File: config.mk
export PLATFORM = sky130hd
export DESIGN_NAME = sm83_control_flow_unit_core
export DESIGN_NICKNAME = d
export VERILOG_FILES = /design/src/hw/rtl/sm83cf_pkg.sv /design/src/hw/rtl/sm83cf_exec.sv /design/src/hw/rtl/sm83_control_flow_unit_core.sv
export SDC_FILE = /design/constraint.sdc
export NUM_CORES = 1
export LEC_CHECK = 0
export ABC_AREA = 0
export BUFFER_PORTS_ARGS = -buffer_cell sky130_fd_sc_hd__buf_2
export CAP_MARGIN = 20
export CORE_MARGIN = 8
export CORE_UTILIZATION = 49
export DETAILED_ROUTE_END_ITERATION = 10
export GPL_TIMING_DRIVEN = 1
export PLACE_DENSITY = 0.76
export RECOVER_POWER = 25
export SYNTH_ARGS = -nofsm -noshare
export SYNTH_HDL_FRONTEND = slang
export SYNTH_HIERARCHICAL = 1
export SYNTH_SLANG_ARGS = --single-unit
export TNS_END_PERCENT = 100
File: constraint.sdc
create_clock -name clk -period 2.9 [get_ports clk]
set_clock_uncertainty 0.1 [all_clocks]
set_input_delay 0.435 -clock clk [delete_from_list [all_inputs] [get_ports clk]]
set_output_delay 0.435 -clock clk [all_outputs]
set_load 0.02 [all_outputs]
File: src/hw/rtl/sm83cf_pkg.sv
// Package for the SM83 control-flow unit: input and result word types,
// opcode constants and the interrupt-enable action codes.
// No dependencies.
package sm83cf_pkg;

  typedef struct packed {
    logic [7:0]  req_type;
    logic [15:0] imm_value;
    logic [15:0] pc;
    logic [15:0] sp;
    logic [15:0] hl;
    logic [7:0]  reg_a;
    logic [7:0]  operand_byte;
    logic [15:0] pair_value;
    logic [15:0] stack_word;
    logic [3:0]  flags_in;
    logic [4:0]  cycles_taken;
    logic [4:0]  cycles_not_taken;
  } sm83cf_in_t;

  typedef enum logic [1:0] {
    IME_NONE    = 2'd0,
    IME_DISABLE = 2'd1,
    IME_ENABLE  = 2'd2
  } ime_action_t;

  typedef struct packed {
    logic [15:0] next_pc;
    logic [15:0] next_sp;
    logic [4:0]  cycle_count;
    logic        stack_write;
    logic [15:0] write_addr;
    logic [15:0] write_data;
    logic        pop_valid;
    logic [15:0] pop_value;
    logic [3:0]  flags_out;
    ime_action_t ime_action;
    logic        halt_request;
    logic        handled;
  } sm83cf_out_t;

  localparam logic [7:0] OP_NOP    = 8'h00;
  localparam logic [7:0] OP_JP     = 8'hC3;
  localparam logic [7:0] OP_JP_NZ  = 8'hC2;
  localparam logic [7:0] OP_JP_Z   = 8'hCA;
  localparam logic [7:0] OP_JP_NC  = 8'hD2;
  localparam logic [7:0] OP_JP_C   = 8'hDA;
  localparam logic [7:0] OP_JP_HL  = 8'hE9;
  localparam logic [7:0] OP_JR     = 8'h18;
  localparam logic [7:0] OP_JR_NZ  = 8'h20;
  localparam logic [7:0] OP_JR_Z   = 8'h28;
  localparam logic [7:0] OP_JR_NC  = 8'h30;
  localparam logic [7:0] OP_JR_C   = 8'h38;
  localparam logic [7:0] OP_CALL    = 8'hCD;
  localparam logic [7:0] OP_CALL_NZ = 8'hC4;
  localparam logic [7:0] OP_CALL_Z  = 8'hCC;
  localparam logic [7:0] OP_CALL_NC = 8'hD4;
  localparam logic [7:0] OP_CALL_C  = 8'hDC;
  localparam logic [7:0] OP_RET    = 8'hC9;
  localparam logic [7:0] OP_RETI   = 8'hD9;
  localparam logic [7:0] OP_RET_NZ = 8'hC0;
  localparam logic [7:0] OP_RET_Z  = 8'hC8;
  localparam logic [7:0] OP_RET_NC = 8'hD0;
  localparam logic [7:0] OP_RET_C  = 8'hD8;
  localparam logic [7:0] OP_RST_00 = 8'hC7;
  localparam logic [7:0] OP_RST_08 = 8'hCF;
  localparam logic [7:0] OP_RST_10 = 8'hD7;
  localparam logic [7:0] OP_RST_18 = 8'hDF;
  localparam logic [7:0] OP_RST_20 = 8'hE7;
  localparam logic [7:0] OP_RST_28 = 8'hEF;
  localparam logic [7:0] OP_RST_30 = 8'hF7;
  localparam logic [7:0] OP_RST_38 = 8'hFF;
  localparam logic [7:0] OP_PUSH_BC = 8'hC5;
  localparam logic [7:0] OP_PUSH_DE = 8'hD5;
  localparam logic [7:0] OP_PUSH_HL = 8'hE5;
  localparam logic [7:0] OP_PUSH_AF = 8'hF5;
  localparam logic [7:0] OP_POP_BC  = 8'hC1;
  localparam logic [7:0] OP_POP_DE  = 8'hD1;
  localparam logic [7:0] OP_POP_HL  = 8'hE1;
  localparam logic [7:0] OP_POP_AF  = 8'hF1;
  localparam logic [7:0] OP_CP_B   = 8'hB8;
  localparam logic [7:0] OP_CP_C   = 8'hB9;
  localparam logic [7:0] OP_CP_D   = 8'hBA;
  localparam logic [7:0] OP_CP_E   = 8'hBB;
  localparam logic [7:0] OP_CP_H   = 8'hBC;
  localparam logic [7:0] OP_CP_L   = 8'hBD;
  localparam logic [7:0] OP_CP_MHL = 8'hBE;
  localparam logic [7:0] OP_CP_A   = 8'hBF;
  localparam logic [7:0] OP_CP_IMM = 8'hFE;
  localparam logic [7:0] OP_DI     = 8'hF3;
  localparam logic [7:0] OP_EI     = 8'hFB;
  localparam logic [7:0] OP_HALT   = 8'h76;

  localparam logic [1:0] COND_NZ = 2'd0;
  localparam logic [1:0] COND_Z  = 2'd1;
  localparam logic [1:0] COND_NC = 2'd2;
  localparam logic [1:0] COND_C  = 2'd3;

endpackage

File: src/hw/rtl/sm83cf_exec.sv
// Combinational execution of one SM83 control-flow instruction word.
// Depends on sm83cf_pkg.
module sm83cf_exec import sm83cf_pkg::*; (
  input  sm83cf_in_t  in_word,
  output sm83cf_out_t out_word
);

  logic [7:0]  op;
  logic [15:0] sp_m2;
  logic [15:0] sp_p2;
  logic [15:0] jr_target;
  logic        z_flag;
  logic        c_flag;
  logic        cond_ok;
  logic        uncond;
  logic        taken;

  assign op        = in_word.req_type;
  assign sp_m2     = in_word.sp - 16'd2;
  assign sp_p2     = in_word.sp + 16'd2;
  assign jr_target = in_word.pc + {{8{in_word.imm_value[7]}}, in_word.imm_value[7:0]};
  assign z_flag    = in_word.flags_in[3];
  assign c_flag    = in_word.flags_in[0];

  always_comb begin
    case (op[4:3])
      COND_NZ: cond_ok = !z_flag;
      COND_Z:  cond_ok = z_flag;
      COND_NC: cond_ok = !c_flag;
      COND_C:  cond_ok = c_flag;
      default: cond_ok = 1'b0;
    endcase
  end

  assign uncond = (op == OP_JP) || (op == OP_JR) || (op == OP_CALL) ||
                  (op == OP_RET) || (op == OP_RETI);
  assign taken  = uncond || cond_ok;

  always_comb begin
    out_word              = '0;
    out_word.next_pc      = in_word.pc;
    out_word.next_sp      = in_word.sp;
    out_word.flags_out    = in_word.flags_in;
    out_word.cycle_count  = in_word.cycles_taken;
    out_word.ime_action   = IME_NONE;
    out_word.handled      = 1'b1;
    case (op)
      OP_NOP: begin
      end
      OP_JP, OP_JP_NZ, OP_JP_Z, OP_JP_NC, OP_JP_C: begin
        if (taken) out_word.next_pc = in_word.imm_value;
        else out_word.cycle_count = in_word.cycles_not_taken;
      end
      OP_JP_HL: begin
        out_word.next_pc = in_word.hl;
      end
      OP_JR, OP_JR_NZ, OP_JR_Z, OP_JR_NC, OP_JR_C: begin
        if (taken) out_word.next_pc = jr_target;
        else out_word.cycle_count = in_word.cycles_not_taken;
      end
      OP_CALL, OP_CALL_NZ, OP_CALL_Z, OP_CALL_NC, OP_CALL_C: begin
        if (taken) begin
          out_word.stack_write = 1'b1;
          out_word.write_addr  = sp_m2;
          out_word.write_data  = in_word.pc;
          out_word.next_sp     = sp_m2;
          out_word.next_pc     = in_word.imm_value;
        end else begin
          out_word.cycle_count = in_word.cycles_not_taken;
        end
      end
      OP_RET, OP_RETI, OP_RET_NZ, OP_RET_Z, OP_RET_NC, OP_RET_C: begin
        if (taken) begin
          out_word.next_pc = in_word.stack_word;
          out_word.next_sp = sp_p2;
        end else begin
          out_word.cycle_count = in_word.cycles_not_taken;
        end
        if (op == OP_RETI) out_word.ime_action = IME_ENABLE;
      end
      OP_RST_00, OP_RST_08, OP_RST_10, OP_RST_18,
      OP_RST_20, OP_RST_28, OP_RST_30, OP_RST_38: begin
        out_word.stack_write = 1'b1;
        out_word.write_addr  = sp_m2;
        out_word.write_data  = in_word.pc;
        out_word.next_sp     = sp_m2;
        out_word.next_pc     = {10'd0, op[5:3], 3'd0};
      end
      OP_PUSH_BC, OP_PUSH_DE, OP_PUSH_HL, OP_PUSH_AF: begin
        out_word.stack_write = 1'b1;
        out_word.write_addr  = sp_m2;
        out_word.write_data  = in_word.pair_value;
        out_word.next_sp     = sp_m2;
      end
      OP_POP_BC, OP_POP_DE, OP_POP_HL, OP_POP_AF: begin
        out_word.pop_valid = 1'b1;
        out_word.pop_value = in_word.stack_word;
        out_word.next_sp   = sp_p2;
      end
      OP_CP_B, OP_CP_C, OP_CP_D, OP_CP_E, OP_CP_H, OP_CP_L,
      OP_CP_MHL, OP_CP_A, OP_CP_IMM: begin
        out_word.flags_out = {in_word.reg_a == in_word.operand_byte, 1'b1,
                              in_word.reg_a[3:0] < in_word.operand_byte[3:0],
                              in_word.reg_a < in_word.operand_byte};
      end
      OP_DI: begin
        out_word.ime_action = IME_DISABLE;
      end
      OP_EI: begin
        out_word.ime_action = IME_ENABLE;
      end
      OP_HALT: begin
        out_word.halt_request = 1'b1;
      end
      default: begin
        out_word.handled     = 1'b0;
        out_word.cycle_count = 5'd0;
      end
    endcase
  end

endmodule

File: src/hw/rtl/sm83_control_flow_unit_core.sv
// Top level of the SM83 control-flow unit: input register, execution logic
// and result register. Depends on sm83cf_pkg and sm83cf_exec.

// The unit takes one instruction word in every cycle in which start is high;
// busy is always low. The accepting edge loads the word into the input
// register, the execution logic works on it, and the next edge loads the
// result register. The result word is then on out_word with out_strobe high
// for one cycle. Results come out in order and the receiver must take each
// one when it is shown.
module sm83_control_flow_unit_core import sm83cf_pkg::*; (
  input  logic        clk,
  input  logic        rst_n,
  input  logic        start,
  output logic        busy,
  input  sm83cf_in_t  in_word,
  output logic        out_strobe,
  output sm83cf_out_t out_word
);

  sm83cf_in_t  in_word_r;
  logic        in_vld_r;
  sm83cf_out_t exec_word;
  sm83cf_out_t out_word_r;
  logic        out_vld_r;

  assign busy = 1'b0;

  always_ff @(posedge clk) begin
    if (!rst_n) begin
      in_vld_r  <= 1'b0;
      out_vld_r <= 1'b0;
    end else begin
      in_vld_r  <= start && !busy;
      out_vld_r <= in_vld_r;
    end
  end

  always_ff @(posedge clk) begin
    if (start && !busy) in_word_r <= in_word;
    if (in_vld_r) out_word_r <= exec_word;
  end

  sm83cf_exec u_exec (
    .in_word  (in_word_r),
    .out_word (exec_word)
  );

  assign out_strobe = out_vld_r;
  assign out_word   = out_word_r;

  a_two_cycle_latency: assert property (@(posedge clk) disable iff (!rst_n)
    (start && !busy) |-> ##2 out_strobe)
    else $error("accepted word did not produce a result two cycles later");

  a_write_matches_sp: assert property (@(posedge clk) disable iff (!rst_n)
    (out_strobe && out_word.stack_write) |->
      (out_word.write_addr == out_word.next_sp))
    else $error("stack write address differs from the new stack pointer");

  a_unhandled_quiet: assert property (@(posedge clk) disable iff (!rst_n)
    (out_strobe && !out_word.handled) |->
      (out_word.cycle_count == 5'd0 && !out_word.stack_write && !out_word.pop_valid))
    else $error("unhandled opcode produced side effects");

endmodule

---- After elaboration in Yosys (flattened, before gate mapping) ----
Index checks and enable logic that the tools add are counted.
cells by class
  add/subtract/negate cells ............... 3
  magnitude comparators ................... 2
  eq/ne operators ......................... 54
  mux-type cells .......................... 17
  reductions and logical operators ........ 21
operator list
  kind                   count
  $eq 8x8->1 const B     44
  $pmux 33 s3            1
  $pmux 16 s6            1
  $mux 32                2
  $pmux 16 s4            1
  $reduce_or 51->1       1
  $mux 33                1
  $eq 8x6->1 const B     4
  $mux 16                2
  $reduce_or 30->1       1
  $reduce_or 21->1       1
  $mux 17                1
  $add 16x16->16         1
  $add 16x2->16 const B  1
  $sub 16x2->16 const B  1
  $reduce_or 5->1        3
  $reduce_or 12->1       1
  $pmux 5 s2             1
  $reduce_or 9->1        1
  $eq 8x5->1 const B     1
  $eq 8x7->1 const B     1
  $eq 8x8->1             1
  $logic_not 8->1        1
  $lt 8x8->1             1
  15 further kinds       23
storage, ports and cells
  bits in registers ....................... 231
  input port bits ......................... 137
  output and inout port bits .............. 97
  logic and storage cells ................. 124

---- Longest topological paths before layout ----
Gate-level depths: netlist of run 1.
  depth in word-level cells ............... 8
  mapped depth ............................ 10
  gate-level depth less buffers ........... 10

---- Cells and area by module ----
The synthesis of run 1 kept the hierarchy.
modules (own cells, without submodules)
  module                       times used  cells each  area an instance (um^2)  sequential area each (um^2)
  sm83_control_flow_unit_core  1           235         6940.4                   6916.6
  sm83cf_exec                  1           490         3259.4                   0.0

---- Least setup slack after synthesis of run 1 ----
Ideal clock, no wire load.
  path kind ............................... register to register
  start point ............................. reg in_vld_r
  end point ............................... reg out_word_r, in the netlist out_word[0], enable pin
  library setup time ...................... 0.462 ns
  data arrival time ....................... 2.361 ns
  data required time ...................... 2.338 ns
  slack ................................... -0.023 ns
  stages on the path, launching flop included .. 1
  buffers on the path ..................... 0
  period minus slack after synthesis ...... 2.923 ns
  path through ............................ dfxtp_1
RTL lines
  item                    line                               text
  from (decl)             sm83_control_flow_unit_core.sv:21  logic in_vld_r;
  from (signal assigned)  sm83_control_flow_unit_core.sv:33  in_vld_r <= start && !busy;
  to (signal assigned)    sm83_control_flow_unit_core.sv:40  if (in_vld_r) out_word_r <= exec_word;
  to (decl)               sm83_control_flow_unit_core.sv:23  sm83cf_out_t out_word_r;
No word-level cell between the ends.

==> metrics.md, run 1 <==
| Metric | Value |
|---|---|
| Nets | 1,283 |
| Power Dens Cells | 616 nW/um2 |
| Crit share post-route | 0.972 |
| Syn Nets | 889 |
| Clk slew on worst S/H paths | 0.06 ns |
| Mapped Cells | 725 |
| Root Driver | clkbuf_16 |
| Area growth syn-to-layout | 38.4% |
| Hold path depth | 0 |
| Mapped cell area | 10,200 um2 |
| Max-cap violations | 1 |
| Largest net degree at the start of global routing | 53 |
| Cells after DPL | 1,221 |
| Register area share after synthesis | 0.678 |
| Commonest non-fill, non-tap cells in the layout | edfxtp_1 (229), buf_2 (228), dlygate4sd3_1 (135) |
| Worst-skew pair later-pin latency | 0.54 ns |
| DP HPWL | 18,500 um |
| Max Clock Freq | 355 MHz |
| Predominant post-synthesis flop cell | edfxtp_1 |
| Reg2reg end | out_word[90] |
| FF-to-FF setup slack | 0.08 ns |
| PortBufs | 232 |
| Outcome | complete, but fails checks |
| # fillers | 1,410 |
| Num ports | 234 |
| Final min period | 2.82 ns |
| Gp weighted congestion | 0.900 |
| Commonest non-fill, non-tap cell in the layout | edfxtp_1 |
| Placeable Area | 20,400 um2 |
| CP Data Arrival Time | 2.98 ns |
| GRT overflow | 0 |
| DR vias | 7,726 |
| 1st-pass router iterations | 5 |
| #FFs+latches synth | 231 |
| Final Non-Filler Cells | 1,410 |
| Deepest clock path buffer count | 3 |
| Reg2Reg Launch Point | in_word_r[126] |
| Routed WL | 29,000 um |
| Failing checks | max-capacitance violations, max-slew violations |
| CP startpoint kind | register |
| Crit end category | register |
| Die height | 160 um |
| Hold Vio Cnt, Final | 0 |
| Beginning of the worst hold path | in_word_r[78] |
| Layout cells sized above 1 | 0.292 |
| DR vias/cell | 5.48 |
| # setup viols final | 0 |
| CTS H-tree depth | 1 |
| Slew @ Worst Pin | 2.21 ns |
| Starting DRT DRC Count | 519 |
| Relative slew slack | -0.471 |
| Total CTS buffers | 25 |
| Critical Path RT | 3.07 ns |
| Final Total Pwr | 0.00869 W |
| Antenna-violating nets left | 0 |
| Hold EP | out_word[63] |
| Routed length per instance | 20.5 um |
| DRC violations left | 0 |
| Leakage power | 5.38 nW |
| Setup CP Type | register to register |
| Hold Crit Class | register to register |
| # rows | 52 |
| Asr flop ratio synth | 0 |
| Die area | 25,700 um2 |
| CTS tree | built |
| Die width | 160 um |
| Distinct cells, synth | 73 |
| Peak supply drop | 0.000731 V |
| Syn_area_per_cell | 14.1 um2 |
| Warnings from Yosys | 6 |
| Crit path max fanout | 17 |
| Fin Setup TNS | 0 ns |
| Reg2Reg Depth | 9 |
| Slew Limit Fails | 40 |
| Total track usage | 0.216 |
| Initial antenna violation count | 2 |
| Post-synth EDFFs | 229 |
| First-pass GRT wire length | 44,300 um |
| CTS sink cnt | 231 |
| Initial core utilization | 0.501 |
| Number of global-route vias before repair | 8,057 |
[worst max-delay path by stage]
stage | slack [ns] | from | depth (start not counted) | endpoint
2_1_floorplan | 0.48 | in_word_r[133] | 9 | out_word[88]
3_5_place_dp | -0.17 | in_word_r[132] | 8 | out_word[74]
3_3_place_gp | -0.01 | in_word_r[129] | 8 | out_word[74]
5_1_grt | -0.009 | in_word_r[126] | 9 | out_word[90]
6_report | 0.08 | in_word_r[126] | 9 | out_word[90]
4_1_cts | 0.03 | in_word_r[128] | 9 | out_word[94]
[metal layers]
metal / wire length (um) / GRT usage / vias up
li1: - / - / 3610
met1: 11300 / 0.260 / 3680
met2: 14200 / 0.369 / 376
met3: 2430 / 0.0527 / 60
met4: 1060 / 0.0816 / 0
met5: 0 / 0 / -
[metrics by stage]
stage / hold WS [ns] / setup slack [ns] / util / cell area, um2
after floorplan: 0.382 / 0.484 / - / 10200
after global placement: 0.364 / -0.0132 / 0.579 / 11800
after detailed placement: 0.374 / -0.173 / 0.579 / 11800
after CTS: 0.198 / 0.0256 / 0.689 / 14000
after global routing: 0.387 / -0.00906 / 0.693 / 14100
final: 0.387 / 0.0813 / 0.693 / 14100
[registers in the layout, summed over array words and instances, names as in the netlist]
signal      count
out_word       95
in_word_r     134
in_vld_r        1
out_strobe      1
[power by group]
group / total (W) / switching (W) / internal [W] / leakage (nW)
combinational: 0.00123 / 0.000678 / 0.000552 / 2.82
clock: 0.00334 / 0.00130 / 0.00205 / 0.418
sequential: 0.00412 / 0.000152 / 0.00397 / 2.15
[repair_timing]
item | 4_1_cts | 5_1_grt
setup buffers | 1 | 3
hold buffers | 135 | 0
endpoints found under the hold margin | 136 | 0
cloned | 0 | 2
gates resized for setup | 2 | 10
endpoints found under the setup margin | 7 | 41
pin swaps | 0 | 3
[synth_stat cells, types with 7 or more instances]
master | instances | area, um2
o21ai_1 | 17 | 85.1
a31oi_1 | 7 | 43.8
a21oi_1 | 26 | 130
a22oi_1 | 17 | 128
xor2_1 | 10 | 87.6
buf_2 | 12 | 60.1
nand3_1 | 9 | 45.0
inv_1 | 21 | 78.8
o21ai_0 | 16 | 80.1
a22o_1 | 21 | 184
ha_1 | 26 | 325
and3_1 | 10 | 62.6
nand2b_1 | 8 | 50.1
xnor2_1 | 24 | 210
nor3_1 | 13 | 65.1
a221oi_2 | 7 | 105
edfxtp_1 | 229 | 6880
nand2_1 | 38 | 143
clkbuf_1 | 16 | 60.1
and2_1 | 20 | 125
nor2_1 | 52 | 195
a21o_1 | 12 | 90.1
[critical path: stages (launching register included)]
cell and delay, ns:
edfxtp_1 0.45, or3_4 0.43, a2111o_1 0.44, and3_4 0.19, inv_6 0.09, buf_12 0.16
nor3_4 0.10, nand2b_2 0.27, a221oi_2 0.23, o21ai_1 0.10
[cell type report]
class	instances	area, um2	share of cell area
timing repair buffer	401	2800	0.199
multi-input combinational	437	3090	0.219
tap	270	338	0.0239
antenna	2	5.00	0.000355
inverter	23	91.3	0.00647
clock inverter	14	213	0.0151
sequential	231	6920	0.490
clock buffer	32	652	0.0462
[kinds of logic (layout without fill, tap and decap cells)]
| kind of cell | Yosys count | count (layout) | share of synthesized area |
|---|---|---|---|
| XOR/XNOR | 34 | 34 | 0.0292 |
| multiplexers | 3 | 3 | 0.00319 |
| other | 1 | 3 | 0.000368 |
| adder cells (fa/ha/maj) | 27 | 27 | 0.0339 |
| AO/OA/AOI/OAI | 179 | 180 | 0.130 |
| AND/OR/NAND/NOR | 191 | 192 | 0.0991 |
| flip-flops | 231 | 231 | 0.678 |
| buffers and inverters | 59 | 470 | 0.0263 |
No activity file was read; power rests on OpenSTA's default activity.
==> run 2, diff against run 1 <==
--- a/config.mk
+++ b/config.mk
@@ -13,7 +13,6 @@
 export DETAILED_ROUTE_END_ITERATION = 10
 export GPL_TIMING_DRIVEN = 1
 export PLACE_DENSITY = 0.76
-export RECOVER_POWER = 25
 export SYNTH_ARGS = -nofsm -noshare
 export SYNTH_HDL_FRONTEND = slang
 export SYNTH_HIERARCHICAL = 1
==> run 2 against run 1 <==
  * The flow now finishes without violations
  * Register-to-register slack is essentially flat
  * Sequential share of layout area about the same
  * Global-route usage unchanged
  * Largest cell class unchanged
  * Highest routed layer unchanged
==> metrics.md, run 2 (synthesis results as in run 1) <==
| Metric | Value |
|---|---|
| Die height | 160 um (unchanged) |
| Slew @ Worst Pin | 1.02 ns (was 2.21 ns) |
| Routed length per instance | 20.6 um (was 20.5 um) |
| Max Clock Freq | 355 MHz (about the same) |
| Antenna-violating nets left | 0 (unchanged) |
| DR vias | 7,729 (was 7,726) |
| Starting DRT DRC Count | 519 (unchanged) |
| PortBufs | 232 (unchanged) |
| Root Driver | clkbuf_16 (unchanged) |
| CTS H-tree depth | 1 (unchanged) |
| Layout cells sized above 1 | 0.295 (was 0.292) |
| Placeable Area | 20,400 um2 (unchanged) |
| Cell Chain, Critical Path | or3_4, a2111o_1, and3_4, inv_6, buf_12, nor3_4, nand2b_2, a221oi_2, o21ai_1 (unchanged) |
| GRT overflow | 0 (unchanged) |
| Critical path buffers and inverters | 2 (unchanged) |
| Crit path max-delay family | simple AND/OR/NAND/NOR gates (unchanged) |
| First-pass GRT wire length | 44,300 um (unchanged) |
| CP max stage cell | edfxtp_1 (unchanged) |
| Initial antenna violation count | 2 (unchanged) |
| Worst path max stage delay | 0.45 ns (about the same) |
| Commonest non-fill, non-tap cell in the layout | buf_2 (was edfxtp_1) |
| Pint | 0.00656 W (about the same) |
| Final min period | 2.82 ns (about the same) |
| Power Dens Cells | 615 nW/um2 (was 616 nW/um2) |
| CTS tree | built (unchanged) |
| DP HPWL | 18,500 um (unchanged) |
| Die width | 160 um (unchanged) |
| Hold Crit Class | input port to register (was register to register) |
| Clk slew on worst S/H paths | 0.06 ns (about the same) |
| Routed WL | 29,000 um (about the same) |
| DRC violations left | 0 (unchanged) |
| Total CTS buffers | 25 (unchanged) |
| Leakage power | 5.40 nW (was 5.38 nW) |
| Pre-CTS setup slack | -0.173 ns (unchanged) |
| Combinational power share | 0.142 (was 0.141) |
| Crit end category | register (unchanged) |
| Number of global-route vias before repair | 8,057 (unchanged) |
| Sw Share | 0.245 (about the same) |
| Initial core utilization | 0.501 (unchanged) |
| # rows | 52 (unchanged) |
| Crit path max fanout | 17 (unchanged) |
| Fin Setup TNS | 0 ns (unchanged) |
| Crit share post-route | 0.972 (about the same) |
| Fin util | 0.694 (was 0.693) |
| Max-cap violations | 0 (was 1) |
| Critical Path RT | 3.07 ns (about the same) |
| Area growth syn-to-layout | 38.5% (was 38.4%) |
| Switching power | 0.00213 W (about the same) |
| Deepest clock path buffer count | 3 (unchanged) |
| 1st-pass router iterations | 5 (unchanged) |
| Clock share of power | 0.385 (about the same) |
| Max reg flops | 134 (unchanged) |
| Largest net degree at the start of global routing | 53 (unchanged) |
| Setup CP Type | register to register (unchanged) |
| Final worst setup slack | 0.0808 ns (was 0.0813 ns) |
| DR vias/cell | 5.48 (about the same) |
| CP Data Arrival Time | 2.99 ns (was 2.98 ns) |
| Peak supply drop | 0.000731 V (about the same) |
| Worst Setup SP | in_word_r[126] (unchanged) |
| Die area | 25,700 um2 (unchanged) |
| CTS sink cnt | 231 (unchanged) |
| CP startpoint kind | register (unchanged) |
| Hold Vio Cnt, Final | 0 (unchanged) |
| Worst-skew pair later-pin latency | 0.54 ns (about the same) |
| Gp weighted congestion | 0.900 (unchanged) |
| Nets | 1,283 (unchanged) |
| Reg2Reg Launch Point | in_word_r[126] (unchanged) |
| Num ports | 234 (unchanged) |
| Beginning of the worst hold path | start (was in_word_r[78]) |
| # fillers | 1,405 (was 1,410) |
| Top reg by flops | in_word_r (unchanged) |
| # setup viols final | 0 (unchanged) |
| Outcome | finished, final reports clean (was complete, but fails checks) |
| Commonest non-fill, non-tap cells in the layout | buf_2 (231), edfxtp_1 (229), dlygate4sd3_1 (135) (was edfxtp_1 (229), buf_2 (228), dlygate4sd3_1 (135)) |
| Sequential power share | 0.474 (about the same) |
| Slew Limit Fails | 0 (was 40) |
| Relative slew slack | 0.322 (was -0.471) |
| Total track usage | 0.216 (unchanged) |
[run 2: cell types whose count changed in the layout (fill, tap and decap cells not counted), sizes merged]
cell / delta
clkbuf: -4
buf: +4
[run 2: layer usage]
layer,global-route usage,routed length (um)
met1,0.260,11200
met3,0.0527,2530
met4,0.0816,1070
met5,0,0
met2,0.369,14200
[run 2: worst paths after layout]
check / endpoint / slack, ns / cells past startpoint
worst max-delay path: out_word[90] / 0.08 / 9
worst min-delay path: in_word_r[55] / 0.22 / 1
worst max register to register: out_word[90] / 0.08 / 9
worst min register to register: out_word[63] / 0.39 / 0
[run 2: final cells by class]
cell class              count  area [um2]  area share
flip-flops and latches    231        6920       0.490
well taps                 270         338      0.0239
repair buffers            401        2820       0.199
inverters                  23        91.3     0.00647
diodes                      2        5.00    0.000354
clock inverters            14         213      0.0151
clock buffers              32         652      0.0461
multi-input cells         437        3090       0.219
[run 2: what timing repair did]
| item | in CTS | in global routing |
|---|---|---|
| buffers inserted | 1 | 3 |
| endpoints found under the setup margin | 7 | 41 |
| resized for setup | 2 | 10 |
| cloned | 0 | 2 |
| hold endpoints to repair | 136 | 0 |
| pin swaps | 0 | 3 |
| hold buffers | 135 | 0 |
[run 2: power groups by stage]
stage / sequential [W] / combinational, W / clock, W
2_1_floorplan: 0.00426 / 0.000526 / 0
3_3_place_gp: 0.00418 / 0.00100 / 0
3_5_place_dp: 0.00418 / 0.00103 / 0
4_1_cts: 0.00411 / 0.00118 / 0.00340
5_1_grt: 0.00414 / 0.00133 / 0.00351
6_report: 0.00412 / 0.00123 / 0.00335
[run 2: per-stage QoR]
step	cells	hold WS (ns)	area (um2)	total power (W)
2_1_floorplan	725	0.382	10200	0.00479
3_3_place_gp	1221	0.364	11800	0.00518
3_5_place_dp	1221	0.374	11800	0.00521
4_1_cts	1403	0.198	14000	0.00870
5_1_grt	1410	0.215	14100	0.00899
6_report	1410	0.219	14100	0.00869
[run 2: worst register-to-register path, stage by stage (launching register included)]
cell	delay (ns)
edfxtp_1	0.45
or3_4	0.43
a2111o_1	0.44
and3_4	0.19
inv_6	0.09
buf_12	0.16
nor3_4	0.10
nand2b_2	0.27
a221oi_2	0.23
o21ai_1	0.10
